[config.mk]
export PLATFORM = sky130hd
export DESIGN_NAME = cell_reference_parser
export DESIGN_NICKNAME = d
export VERILOG_FILES = /design/src/rtl/core/crp_pkg.sv /design/src/rtl/core/cell_reference_parser.sv
export SDC_FILE = /design/constraint.sdc
export NUM_CORES = 1
export LEC_CHECK = 0
export BUFFER_PORTS_ARGS = -buffer_cell sky130_fd_sc_hd__buf_2
export CORE_ASPECT_RATIO = 0.9
export CORE_MARGIN = 1
export CORE_UTILIZATION = 60
export CTS_BUF_LIST = sky130_fd_sc_hd__clkbuf_8
export DETAILED_ROUTE_END_ITERATION = 6
export PLACE_DENSITY = 0.79
export SLEW_MARGIN = 20
export SYNTH_ARGS = -nofsm -noshare
export SYNTH_HDL_FRONTEND = slang
export SYNTH_SLANG_ARGS = --single-unit
[constraint.sdc]
create_clock -name aclk -period 8.6 [get_ports aclk]
set_input_delay 0.43 -clock aclk [delete_from_list [all_inputs] [get_ports aclk]]
set_output_delay 0.43 -clock aclk [all_outputs]
set_load 0.005 [all_outputs]
[src/rtl/core/crp_pkg.sv]
`timescale 1ns / 1ps
// ----------------------------------------------------------------------------
// crp_pkg: shared definitions for the cell reference parser
// Accumulator limits, character codes and result status codes.
// ----------------------------------------------------------------------------
package crp_pkg;

    // Column number may reach 2^COL_BITS, row number 2^ROW_BITS
    localparam int COL_BITS = 16;
    localparam int ROW_BITS = 20;

    // Result field widths
    localparam int CHAR_W   = 8;
    localparam int COL_W    = 16;
    localparam int ROW_W    = 20;
    localparam int STATUS_W = 2;

    // Output tdata: col_index then row_index, padded to whole bytes
    localparam int M_TDATA_W = ((COL_W + ROW_W + 7) / 8) * 8;
    localparam int M_PAD_W   = M_TDATA_W - COL_W - ROW_W;

    // Accumulators hold the limit plus one; products have headroom for one step
    localparam int COL_ACC_W  = COL_BITS + 1;
    localparam int ROW_ACC_W  = ROW_BITS + 1;
    localparam int COL_PROD_W = COL_ACC_W + 5;
    localparam int ROW_PROD_W = ROW_ACC_W + 4;

    // Letter value 1..26 and digit value 0..9
    localparam int LV_W = 5;
    localparam int DV_W = 4;

    localparam logic [CHAR_W-1:0] ALPHA_COUNT = 8'd26;
    localparam logic [CHAR_W-1:0] DEC_COUNT   = 8'd10;
    localparam logic [CHAR_W-1:0] CHAR_UPPER_A = 8'h41;
    localparam logic [CHAR_W-1:0] CHAR_LOWER_A = 8'h61;
    localparam logic [CHAR_W-1:0] CHAR_ZERO    = 8'h30;
    localparam logic [CHAR_W-1:0] CHAR_SPACE   = 8'h20;

    typedef enum logic [STATUS_W-1:0] {
        ST_OK        = 2'd0,
        ST_MALFORMED = 2'd1,
        ST_OVERFLOW  = 2'd2
    } status_t;

endpackage

[src/rtl/core/cell_reference_parser.sv]
`timescale 1ns / 1ps
// ----------------------------------------------------------------------------
// cell_reference_parser: spreadsheet cell reference parser
// Reads a reference one character per item, builds a bijective base-26
// column and a decimal row, and returns status, column and row on the last
// character of the reference.
// ----------------------------------------------------------------------------
// A result is registered and is presented in the cycle after its last character is taken.
// Throughput: one character per cycle while s_tready is high; the column and row
// multiply-adds by the constants 26 and 10 plus the phase update are combinational.
// A waiting result does not stall input unless the result register is full
// and the downstream side holds tready low.
// Reset (aresetn low, synchronous): parser returns to the leading-space phase,
// accumulators clear and the result register empties.
module cell_reference_parser (
    input  logic                            aclk,
    input  logic                            aresetn,
    // Character stream
    input  logic                            s_tvalid,
    output logic                            s_tready,
    input  logic [crp_pkg::CHAR_W-1:0]      s_tdata,   // [7:0] char_code
    input  logic                            s_tlast,   // last
    // Result stream
    output logic                            m_tvalid,
    input  logic                            m_tready,
    output logic [crp_pkg::M_TDATA_W-1:0]   m_tdata,   // [15:0] col_index, [35:16] row_index
    output logic [crp_pkg::STATUS_W-1:0]    m_tuser    // [1:0] status
);

    typedef enum logic [2:0] {
        PH_LEAD    = 3'd0,
        PH_LETTERS = 3'd1,
        PH_DIGITS  = 3'd2,
        PH_TRAIL   = 3'd3,
        PH_ERROR   = 3'd4
    } phase_t;

    localparam logic [crp_pkg::COL_PROD_W-1:0] COL_LIMIT =
        crp_pkg::COL_PROD_W'(1) << crp_pkg::COL_BITS;
    localparam logic [crp_pkg::ROW_PROD_W-1:0] ROW_LIMIT =
        crp_pkg::ROW_PROD_W'(1) << crp_pkg::ROW_BITS;

    phase_t                            phase_reg, phase_next;
    logic [crp_pkg::COL_ACC_W-1:0]     col_acc_reg, col_acc_next;
    logic [crp_pkg::ROW_ACC_W-1:0]     row_acc_reg, row_acc_next;
    logic                              ovf_reg, ovf_next;

    logic                              m_valid_reg;
    crp_pkg::status_t                  status_reg, status_next;
    logic [crp_pkg::COL_W-1:0]         col_reg, col_next;
    logic [crp_pkg::ROW_W-1:0]         row_reg, row_next;

    logic                              in_acc;
    logic [crp_pkg::CHAR_W-1:0]        up_diff, lo_diff, dg_diff;
    logic                              is_upper, is_lower, is_letter, is_digit, is_space;
    logic [crp_pkg::LV_W-1:0]          letter_val;
    logic [crp_pkg::DV_W-1:0]          digit_val;

    logic [crp_pkg::COL_ACC_W-1:0]     col_base;
    logic [crp_pkg::ROW_ACC_W-1:0]     row_base;
    logic [crp_pkg::COL_PROD_W-1:0]    col_mac;
    logic [crp_pkg::ROW_PROD_W-1:0]    row_mac;
    logic                              col_big, row_big;
    logic [crp_pkg::COL_ACC_W-1:0]     col_sat;
    logic [crp_pkg::ROW_ACC_W-1:0]     row_sat;
    logic [crp_pkg::COL_BITS-1:0]      col_zb;
    logic [crp_pkg::ROW_BITS-1:0]      row_zb;

    // Take a character whenever the result register is free or being drained
    assign s_tready = !m_valid_reg || m_tready;
    assign in_acc   = s_tvalid && s_tready;

    // Classify the character
    assign up_diff   = s_tdata - crp_pkg::CHAR_UPPER_A;
    assign lo_diff   = s_tdata - crp_pkg::CHAR_LOWER_A;
    assign dg_diff   = s_tdata - crp_pkg::CHAR_ZERO;
    assign is_upper  = up_diff < crp_pkg::ALPHA_COUNT;
    assign is_lower  = lo_diff < crp_pkg::ALPHA_COUNT;
    assign is_letter = is_upper || is_lower;
    assign is_digit  = dg_diff < crp_pkg::DEC_COUNT;
    assign is_space  = s_tdata == crp_pkg::CHAR_SPACE;
    assign letter_val = is_upper ? crp_pkg::LV_W'(up_diff + 8'd1)
                                 : crp_pkg::LV_W'(lo_diff + 8'd1);
    assign digit_val  = crp_pkg::DV_W'(dg_diff);

    // Multiply-add with saturation at limit plus one
    assign col_base = (phase_reg == PH_LETTERS) ? col_acc_reg : '0;
    assign row_base = (phase_reg == PH_DIGITS)  ? row_acc_reg : '0;
    assign col_mac  = crp_pkg::COL_PROD_W'(col_base) * crp_pkg::COL_PROD_W'(crp_pkg::ALPHA_COUNT)
                    + crp_pkg::COL_PROD_W'(letter_val);
    assign row_mac  = crp_pkg::ROW_PROD_W'(row_base) * crp_pkg::ROW_PROD_W'(crp_pkg::DEC_COUNT)
                    + crp_pkg::ROW_PROD_W'(digit_val);
    assign col_big  = col_mac > COL_LIMIT;
    assign row_big  = row_mac > ROW_LIMIT;
    assign col_sat  = col_big ? crp_pkg::COL_ACC_W'(COL_LIMIT + 1'b1)
                              : crp_pkg::COL_ACC_W'(col_mac);
    assign row_sat  = row_big ? crp_pkg::ROW_ACC_W'(ROW_LIMIT + 1'b1)
                              : crp_pkg::ROW_ACC_W'(row_mac);

    // Phase and accumulator update for one character
    always_comb begin
        phase_next   = phase_reg;
        col_acc_next = col_acc_reg;
        row_acc_next = row_acc_reg;
        ovf_next     = ovf_reg;
        unique case (phase_reg)
            PH_LEAD: begin
                if (is_space) begin
                    phase_next = PH_LEAD;
                end else if (is_letter) begin
                    col_acc_next = col_sat;
                    ovf_next     = ovf_reg || col_big;
                    phase_next   = PH_LETTERS;
                end else begin
                    phase_next = PH_ERROR;
                end
            end
            PH_LETTERS: begin
                if (is_letter) begin
                    col_acc_next = col_sat;
                    ovf_next     = ovf_reg || col_big;
                end else if (is_digit && (digit_val != '0)) begin
                    row_acc_next = row_sat;
                    ovf_next     = ovf_reg || row_big;
                    phase_next   = PH_DIGITS;
                end else begin
                    phase_next = PH_ERROR;
                end
            end
            PH_DIGITS: begin
                if (is_digit) begin
                    row_acc_next = row_sat;
                    ovf_next     = ovf_reg || row_big;
                end else if (is_space) begin
                    phase_next = PH_TRAIL;
                end else begin
                    phase_next = PH_ERROR;
                end
            end
            PH_TRAIL: begin
                if (!is_space) begin
                    phase_next = PH_ERROR;
                end
            end
            default: begin
                phase_next = PH_ERROR;
            end
        endcase
    end

    // Build the result from the updated state
    assign col_zb = crp_pkg::COL_BITS'(col_acc_next - 1'b1);
    assign row_zb = crp_pkg::ROW_BITS'(row_acc_next - 1'b1);

    always_comb begin
        status_next = crp_pkg::ST_OK;
        col_next    = '0;
        row_next    = '0;
        priority if (phase_next != PH_DIGITS && phase_next != PH_TRAIL) begin
            status_next = crp_pkg::ST_MALFORMED;
        end else if (ovf_next) begin
            status_next = crp_pkg::ST_OVERFLOW;
        end else begin
            col_next = crp_pkg::COL_W'(col_zb);
            row_next = crp_pkg::ROW_W'(row_zb);
        end
    end

    // Parser state: advance on each item, restart after the last one
    always_ff @(posedge aclk) begin
        if (!aresetn) begin
            phase_reg   <= PH_LEAD;
            col_acc_reg <= '0;
            row_acc_reg <= '0;
            ovf_reg     <= 1'b0;
        end else if (in_acc) begin
            if (s_tlast) begin
                phase_reg   <= PH_LEAD;
                col_acc_reg <= '0;
                row_acc_reg <= '0;
                ovf_reg     <= 1'b0;
            end else begin
                phase_reg   <= phase_next;
                col_acc_reg <= col_acc_next;
                row_acc_reg <= row_acc_next;
                ovf_reg     <= ovf_next;
            end
        end
    end

    // Result register: load on the last item, drop once taken
    always_ff @(posedge aclk) begin
        if (!aresetn) begin
            m_valid_reg <= 1'b0;
        end else if (in_acc && s_tlast) begin
            m_valid_reg <= 1'b1;
        end else if (m_tready) begin
            m_valid_reg <= 1'b0;
        end
    end

    always_ff @(posedge aclk) begin
        if (in_acc && s_tlast) begin
            status_reg <= status_next;
            col_reg    <= col_next;
            row_reg    <= row_next;
        end
    end

    assign m_tvalid = m_valid_reg;
    assign m_tuser  = status_reg;
    assign m_tdata  = {{crp_pkg::M_PAD_W{1'b0}}, row_reg, col_reg};

    // A result appears only after a last character was taken
    a_result_from_last: assert property (@(posedge aclk) disable iff (!aresetn)
        $rose(m_tvalid) |-> $past(s_tvalid && s_tready && s_tlast))
        else $error("result without a preceding last character");

    // A taken last character always leaves a result pending
    a_last_gives_result: assert property (@(posedge aclk) disable iff (!aresetn)
        (s_tvalid && s_tready && s_tlast) |=> m_tvalid)
        else $error("last character produced no result");

    // Failed references carry zero column and row
    a_error_zero_fields: assert property (@(posedge aclk) disable iff (!aresetn)
        (m_tvalid && m_tuser != crp_pkg::ST_OK) |-> (m_tdata == '0))
        else $error("nonzero fields on a failed reference");

    // An empty result register never blocks input
    a_ready_when_empty: assert property (@(posedge aclk) disable iff (!aresetn)
        !m_tvalid |-> s_tready)
        else $error("input stalled with empty result register");

endmodule

==> flow_metrics.tcl, run 1 <==
set metrics [dict create \
    place_ws_ps 848 \
    yosys.area.top_type "edfxtp_1" \
    antenna_found_initial 0 \
    dieArea_sq_um 16600 \
    ios 57 \
    rows 43 \
    status "finished clean" \
    synth.area.top_cells "edfxtp_1 (12%), ha_1 (9.6%), dfxtp_1 (8.9%), nand2_1 (4.4%), xnor2_1 (4.1%)" \
    setup_ws_ps 602 \
    critical_path_class "reg -> reg" \
    drv_cap 0 \
    cts_setup_buffers 0 \
    arrival_ps 8210 \
    slew_violations 0 \
    cts_made_buffers 9 \
    antennaDiodeCount 0 \
    gp_congestion 0.996 \
    coreArea_sq_um 15600 \
    fin_area_sq_um 10200 \
    p_per_area_nw_per_um2 80.2 \
    grt.overflow.total 0 \
    seq_area_frac_synth 0.207 \
    drtIter0Drc 1243 \
    setup_violations 0 \
    slew_headroom 0.315 \
    ir_worst_vdd_mv 0.118 \
    area_delta_synth_final_pct 5.41 \
    io_buffers 52 \
    layout.cells.non_filler 1437 \
    routedWlPerCell_microns 18.7 \
    layout-drive-gt1-share 0.108 \
    num_vias 9381 \
    syn_inst 1229 \
    place_area_sq_um 9980 \
    max_freq_mhz 125 \
    hold_class "in -> reg" \
    floorplan.initialDensity 0.619 \
    crit_path_start_kind "flip-flop" \
    htree_levels 3 \
    finalHoldViolCount 0 \
    grt_pass1_vias 8146 \
    grt_pass1_wl_mm 42.8 \
    routed_via_density 6.53 \
    end_kind "flip-flop" \
    avgSynthCellArea_sq_um 7.86 \
    dp_cells 1421 \
    final_nets 1332 \
    synth-edff-count 38 \
    grt_setup_unrepaired "no" \
    hpwl_mm 20.7 \
    worst_pin_slew_ps 1030 \
    ys.flop_type "dfxtp_1" \
    drt_wl_total_mm 26.9 \
    firstDrtPassIters 5 \
    cts_root_buf "clkbuf_8" \
    largest_register_ffs 21 \
    synth.distinct_cells 96 \
    clockBufferDepth 2 \
    grt_use_total 0.326 \
    yosys_warnings 0 \
    fin_crit_ps 8000 \
    synth_seq_cells 81 \
    cts_hold_buffers 0 \
    leakagePower_nw 4.33 \
    yosysMostFrequentCell "nand2_1" \
    die_w_microns 136 \
    tns_ps 0 \
    synth_common_cells "nand2_1 (113), nor2_1 (97), ha_1 (74)" \
    antenna_left 0 \
    clk_latency_ps 370 \
    async_flop_share 0 \
    chipHeight_microns 122 \
    grt_max_degree 49 \
    drc 0 \
    cp_max_fo 20 \
    syn_area_sq_um 9660 \
    cts_resized 0 \
    skew_ps 13.6 \
    synth_top_area_frac 0.118 \
    cts_tree "built" \
    clk_pin_slew_ps 90 \
    clock_sinks 81 \
    post-route-period-util 0.930 \
    cp.required_ps 8810 \
]
-- critical path, cell delays in order, from the launching register on --
cell and delay, ps:
dfxtp_1 430, nor2_1 470, and2_1 650, nand2_1 230
inv_1 130, ha_1 250, fa_1 480, ha_1 410
and3_1 220, a221oi_1 380, o22ai_1 190, nor4_1 530
o221a_2 330, o311ai_0 150, a21boi_0 180, a211oi_2 610
nand2_1 500, nor2_1 270, nor2_1 80, a21oi_1 140
ha_1 190, o21ai_0 110, nor2_1 210, nand3_1 200
or3_1 340, a21oi_1 140
-- cells in the final DEF (no fill, tap or decap), types with 7 or more instances in the layout --
master    count
buf_4        12
or3_1        11
edfxtp_1     38
o22ai_1       7
dfxtp_1      43
a21boi_0      9
a21o_1       20
inv_1        54
a32oi_1      11
o21ai_0      54
nand2_1     113
o211ai_1     11
xnor2_1      45
nand2b_1     12
nor2b_1      30
a211oi_1     14
nor2_1       97
fa_1         15
and3_1       19
or2_2         8
a31oi_1      16
o21a_1        8
a21oi_1      61
and2_1       49
nor3_1       37
o31ai_1      17
nor3b_1       9
xor2_1       38
nand4_1      15
nand3_1      38
a22oi_1      20
nor4_1       15
buf_2        52
clkbuf_8     10
mux2i_1       7
ha_1         74
-- cell families after synthesis --
logic type,count (synthesis),share of synthesized area
and+or+nand+nor,496,0.272
AOI/OAI and AO/OA,335,0.248
buffers and inverters,131,0.0537
adders and majority gates,89,0.127
xor gates and xnor gates,86,0.0803
DFF,81,0.207
muxes,10,0.0110
other,1,0.000388
-- where the power goes --
| group | internal, W | total, W | switching [W] | leakage [nW] |
|---|---|---|---|---|
| combinational | 0.0000357 | 0.0000999 | 0.0000641 | 3.54 |
| clock | 0.000146 | 0.000302 | 0.000157 | 0.104 |
| sequential | 0.000410 | 0.000415 | 0.00000436 | 0.694 |
| total | 0.000592 | 0.000817 | 0.000225 | 4.33 |
-- layout make-up --
type	count	area, sq um
inverters	54	203
flip-flops and latches	81	2000
repair buffers	64	350
clock buffers	10	138
multi-input cells	1020	7170
well taps	202	253
fillers	1377	5420
clock inverters	6	72.6
-- worst paths after layout --
kind | from | to | slack (ps) | cells after the start
hold / removal | m_tready | m_tvalid | 450 | 3
hold reg to reg | col_acc_reg[16] | col_acc_reg[16] | 490 | 2
setup reg to reg | phase_reg[1] | col_reg[12] | 600 | 25
setup / recovery | phase_reg[1] | col_reg[12] | 600 | 25
-- routing by layer --
layer | wire (microns) | GRT usage | up-vias
li1 | - | - | 4506
met1 | 12800 | 0.518 | 4334
met2 | 10900 | 0.455 | 517
met3 | 3040 | 0.0487 | 24
met4 | 212 | 0.0576 | 0
met5 | 0 | 0 | -
-- stage by stage --
| step | utilization | hold slack (ps) | power, W |
|---|---|---|---|
| finish | 0.653 | 447 | 0.000817 |
| detailed placement | 0.639 | 479 | 0.000521 |
| floorplan | - | 451 | 0.000491 |
| CTS | 0.653 | 442 | 0.000813 |
| global placement | 0.639 | 470 | 0.000518 |
| global route | 0.653 | 487 | 0.000840 |
Power figures use the tool's default switching activity.
==> run 2, diff against run 1 <==
==> constraint.sdc (replaced) <==
create_clock -name aclk -period 8.6 [get_ports aclk]
set_input_delay 1.72 -clock aclk [delete_from_list [all_inputs] [get_ports aclk]]
set_output_delay 1.72 -clock aclk [all_outputs]
set_load 0.005 [all_outputs]
==> flow_metrics.tcl, run 2 (synthesized netlist as in run 1, its figures left out) <==
set metrics [dict create \
    cp.required_ps 8800 \
    cts_hold_buffers 0 \
    seqPwrFrac 0.534 \
    reg2reg_to "col_reg[12]" \
    r2r_cells 27 \
    htree_levels 3 \
    drv_cap 0 \
    pwr-share-clk 0.336 \
    antenna_left 0 \
    clock_sinks 81 \
    firstDrtPassIters 6 \
    power_w 0.000777 \
    leakagePower_nw 4.32 \
    worst_pin_slew_ps 955 \
    internal_power_w 0.000553 \
    routed_via_density 6.52 \
    area_delta_synth_final_pct 5.31 \
    grt_pass1_vias 7919 \
    reg2reg_slack_ps 940 \
    drt_wl_total_mm 26.4 \
    clockBufferDepth 2 \
    fin_crit_ps 7960 \
    hold_class "reg -> reg" \
    grt_setup_unrepaired "no" \
    antenna_found_initial 0 \
    finalHoldViolCount 0 \
    ios 57 \
    path_delay_family "simple AND/OR/NAND/NOR gates" \
    routedWlPerCell_microns 18.4 \
    tns_ps 0 \
    cts_root_buf "clkbuf_8" \
    cts_made_buffers 9 \
    critical_path_class "in -> reg" \
    final_common_cell "nand2_1" \
    final_cell_mix "nand2_1 (113), nor2_1 (97), ha_1 (74)" \
    grt.overflow.total 0 \
    drc 0 \
    grt_use_total 0.319 \
    fillers 1365 \
    slew_violations 0 \
    cts_setup_buffers 0 \
    coreArea_sq_um 15600 \
    max_stage_delay_ps 590 \
    cp_slowest_cell "a211oi_2" \
    rows 43 \
    setup_violations 0 \
    gp_congestion 0.959 \
    slew_headroom 0.364 \
    clk_latency_ps 370 \
    die_w_microns 136 \
    crit_path_start_kind "primary input" \
    status "finished clean" \
    power_frac_comb 0.130 \
    floorplan.initialDensity 0.619 \
    cp.buffers_inverters 2 \
    worst_path_most_repeated_cell "nor2_1" \
    swShare 0.288 \
    num_vias 9383 \
    chipHeight_microns 122 \
    ir_worst_vdd_mv 0.0951 \
    layout-drive-gt1-share 0.110 \
    cts_resized 0 \
    post-route-period-util 0.925 \
    clk_pin_slew_ps 90 \
    hp-start "col_acc_reg[16]" \
    dp_cells 1423 \
    grt_pass1_wl_mm 41.8 \
    hold_path_depth 2 \
    io_buffers 52 \
    max_freq_mhz 126 \
    skew_ps 12.3 \
    largest_register_ffs 21 \
    hold_path_end "col_acc_reg[16]" \
    layout.cells.non_filler 1439 \
    hpwl_mm 20.7 \
    antennaDiodeCount 0 \
    arrival_ps 8150 \
    dieArea_sq_um 16600 \
    end_kind "flip-flop" \
    post-route-util 0.652 \
    r2r-start "phase_reg[1]" \
    drtIter0Drc 1299 \
    final_nets 1334 \
    cts_tree "built" \
    cp_max_fo 14 \
    grt_max_degree 49 \
    p_per_area_nw_per_um2 76.3 \
    switching_power_w 0.000224 \
]
-- run 2: worst max-delay path by stage --
stage	start	endpoint	depth (start not counted)
2_1_floorplan	s_tdata[0]	col_reg[12]	28
5_1_grt	s_tdata[0]	col_reg[12]	26
6_report	s_tdata[0]	col_reg[12]	26
3_5_place_dp	s_tdata[0]	col_reg[12]	26
4_1_cts	s_tdata[0]	col_reg[12]	26
3_3_place_gp	s_tdata[0]	col_reg[12]	26
-- run 2: power groups by stage --
stage	logic (W)	registers, W	clock network, W
3_5_place_dp	0.0000978	0.000424	0
2_1_floorplan	0.0000685	0.000423	0
5_1_grt	0.000111	0.000416	0.000274
6_report	0.000101	0.000415	0.000261
3_3_place_gp	0.0000964	0.000424	0
4_1_cts	0.0000982	0.000415	0.000256
-- run 2: area by class of cell --
cell class,instances,area [sq um],share of cell area
well taps,202,253,0.0248
clock inverters,7,55.1,0.00541
multi-input cells,1020,7180,0.705
clock buffers,9,124,0.0122
repair buffers,66,365,0.0359
inverters,54,203,0.0199
flip-flops and latches,81,2000,0.197
-- run 2: worst register-to-register path: stages, from the launching register on --
cell and delay, ps:
dfxtp_1 560, nor2_1 90, buf_4 180, and2_1 240, buf_4 220, nand2_1 150
inv_1 100, ha_1 300, fa_1 500, ha_1 410, and3_1 220, a221oi_1 410
o22ai_1 200, nor4_1 490, o221ai_1 310, mux2i_1 200, a21boi_0 140, a211oi_2 570
nand2_1 490, nor2_1 270, nor2_1 80, a21oi_1 140, ha_1 190, o21ai_0 120
nor2_1 230, nand3_1 200, or3_1 340, a21oi_1 170
-- run 2: layer usage --
metal | up-vias | share of wire | track usage
met5 | - | 0 | 0
met4 | 0 | 0.012 | 0.0604
met3 | 32 | 0.11 | 0.0694
met2 | 490 | 0.39 | 0.421
met1 | 4347 | 0.49 | 0.513
li1 | 4514 | - | -
-- run 2: through the flow --
step	area, sq um	setup WS [ps]	hold slack [ps]
2_1_floorplan	9680	1420	451
3_3_place_gp	9990	690	512
3_5_place_dp	9990	511	519
4_1_cts	10200	887	531
5_1_grt	10200	86.6	566
6_report	10200	644	549
==> run 3, diff against run 2 <==
- MAX_ROUTING_LAYER: not set -> met4
- RECOVER_POWER: not set -> 100
==> flow_metrics.tcl, run 3 (synthesized netlist as in run 1, its figures left out) <==
set metrics [dict create \
    grt.overflow.total 0 \
    drv_cap 0 \
    ios 57 \
    coreArea_sq_um 15600 \
    final_common_cell "nand2_1" \
    grt_use_total 0.339 \
    routedWlPerCell_microns 18.8 \
    cts_root_buf "clkbuf_8" \
    num_vias 9537 \
    status "finished clean" \
    slew_violations 0 \
    clock_sinks 81 \
    hold_class "reg -> reg" \
    cts_made_buffers 9 \
    rows 43 \
    htree_levels 3 \
    grt_max_degree 49 \
    skew_ps 13.9 \
    cts_setup_buffers 0 \
    critical_path_class "reg -> reg" \
    setup_violations 0 \
    antenna_left 0 \
    place_ws_ps 445 \
    hold_ws_ps 546 \
    grt_setup_unrepaired "no" \
    cp_max_fo 25 \
    cp.required_ps 8700 \
    clk_pin_slew_ps 100 \
    routed_via_density 6.63 \
    io_buffers 52 \
    drt_wl_total_mm 27.1 \
    dieArea_sq_um 16600 \
    arrival_ps 8230 \
    setup_ws_ps 476 \
    cts_resized 0 \
    layout-drive-gt1-share 0.0792 \
    fillers 1365 \
    gp_congestion 0.973 \
    hpwl_mm 21.0 \
    cp_slowest_cell "clkbuf_1" \
    path_cells "nor3b_1 -> buf_4 -> and2_1 -> ha_1 -> ha_1 -> a211oi_1 -> nor2_1 -> xor2_1 -> nand4_1 -> nor4_1 -> nor4b_1 -> mux2_2 -> o21ai_1 -> a31oi_2 -> clkbuf_1 -> o31ai_1 -> nor4_1 -> mux2i_1" \
    grt_pass1_wl_mm 43.4 \
    p_per_area_nw_per_um2 77.4 \
    firstDrtPassIters 6 \
    clk_latency_ps 370 \
    regArea_sq_um 2000 \
    grt_pass1_vias 8353 \
    post-route-period-util 0.945 \
    drc 0 \
    max_stage_delay_ps 920 \
    cts_hold_buffers 0 \
    end_kind "flip-flop" \
    finalHoldViolCount 0 \
    drtIter0Drc 1280 \
    tns_ps 0 \
    clockBufferDepth 2 \
    die_w_microns 136 \
    antenna_found_initial 0 \
    cts_tree "built" \
    fin_crit_ps 8120 \
    fin_area_sq_um 10100 \
    final_nets 1334 \
    multi_input_area_sq_um 7130 \
    area_delta_synth_final_pct 4.45 \
    largest_register_ffs 21 \
    floorplan.initialDensity 0.619 \
    place_area_sq_um 9990 \
    ir_worst_vdd_mv 0.107 \
    power_w 0.000781 \
    antennaDiodeCount 0 \
    worst_pin_slew_ps 1220 \
    final_cell_mix "nand2_1 (113), nor2_1 (97), ha_1 (74)" \
    chipHeight_microns 122 \
    slew_headroom 0.188 \
    leakagePower_nw 4.24 \
    crit_path_start_kind "flip-flop" \
    max_freq_mhz 123 \
]
==> run 3: cell types whose count changed in the layout (fill, tap and decap cells not counted), moves of 3 or more <==
cell	previous run	this run
and2_1	49	41
and2_0	0	8
buf_2	52	25
clkbuf_1	0	26
buf_1	0	3
==> run 3: cell type report <==
class	instances	area share
sequential	81	0.198
clock inverter	7	0.00545
tap	202	0.0250
inverter	54	0.0201
clock buffer	9	0.0123
multi-input combinational	1020	0.707
timing repair buffer	66	0.0321
==> run 3: worst max-delay path: cells and delay by family, from the launching register on <==
kind                       cells  cell delay, ps
AOI/OAI and AO/OA              4            1270
xor gates and xnor gates       1             610
adders and majority gates      2             500
buffers and inverters          2            1160
DFF                            1             590
muxes                          2             490
and+or+nand+nor                7            3200
==> run 3: through the flow <==
stage,cells,util
6_report,1439,0.647
5_1_grt,1439,0.647
4_1_cts,1439,0.652
3_5_place_dp,1423,0.640
3_3_place_gp,1423,0.640
2_1_floorplan,1232,-
==> run 3: metal layers <==
layer | track usage | up-vias | share of wire | wire length, microns
li1 | - | 4516 | - | -
met4 | 0.0590 | 0 | 0.011 | 290
met2 | 0.463 | 483 | 0.40 | 10900
met1 | 0.513 | 4516 | 0.48 | 12900
met3 | 0.0628 | 22 | 0.11 | 2950
met5 | - | - | 0 | 0
==> run 3: path summary, 6_finish.rpt <==
check | startpoint | end | slack [ps] | depth (start not counted)
min | col_acc_reg[16] | col_acc_reg[16] | 550 | 2
min reg2reg | col_acc_reg[16] | col_acc_reg[16] | 550 | 2
max reg2reg | phase_reg[1] | row_reg[11] | 480 | 18
max | phase_reg[1] | row_reg[11] | 480 | 18
==> run 3: report_power, final <==
part           switching [W]  total [W]  internal, W
logic              0.0000652   0.000100    0.0000349
clock network       0.000158   0.000266     0.000107
registers         0.00000475   0.000415     0.000410
total               0.000228   0.000781     0.000553
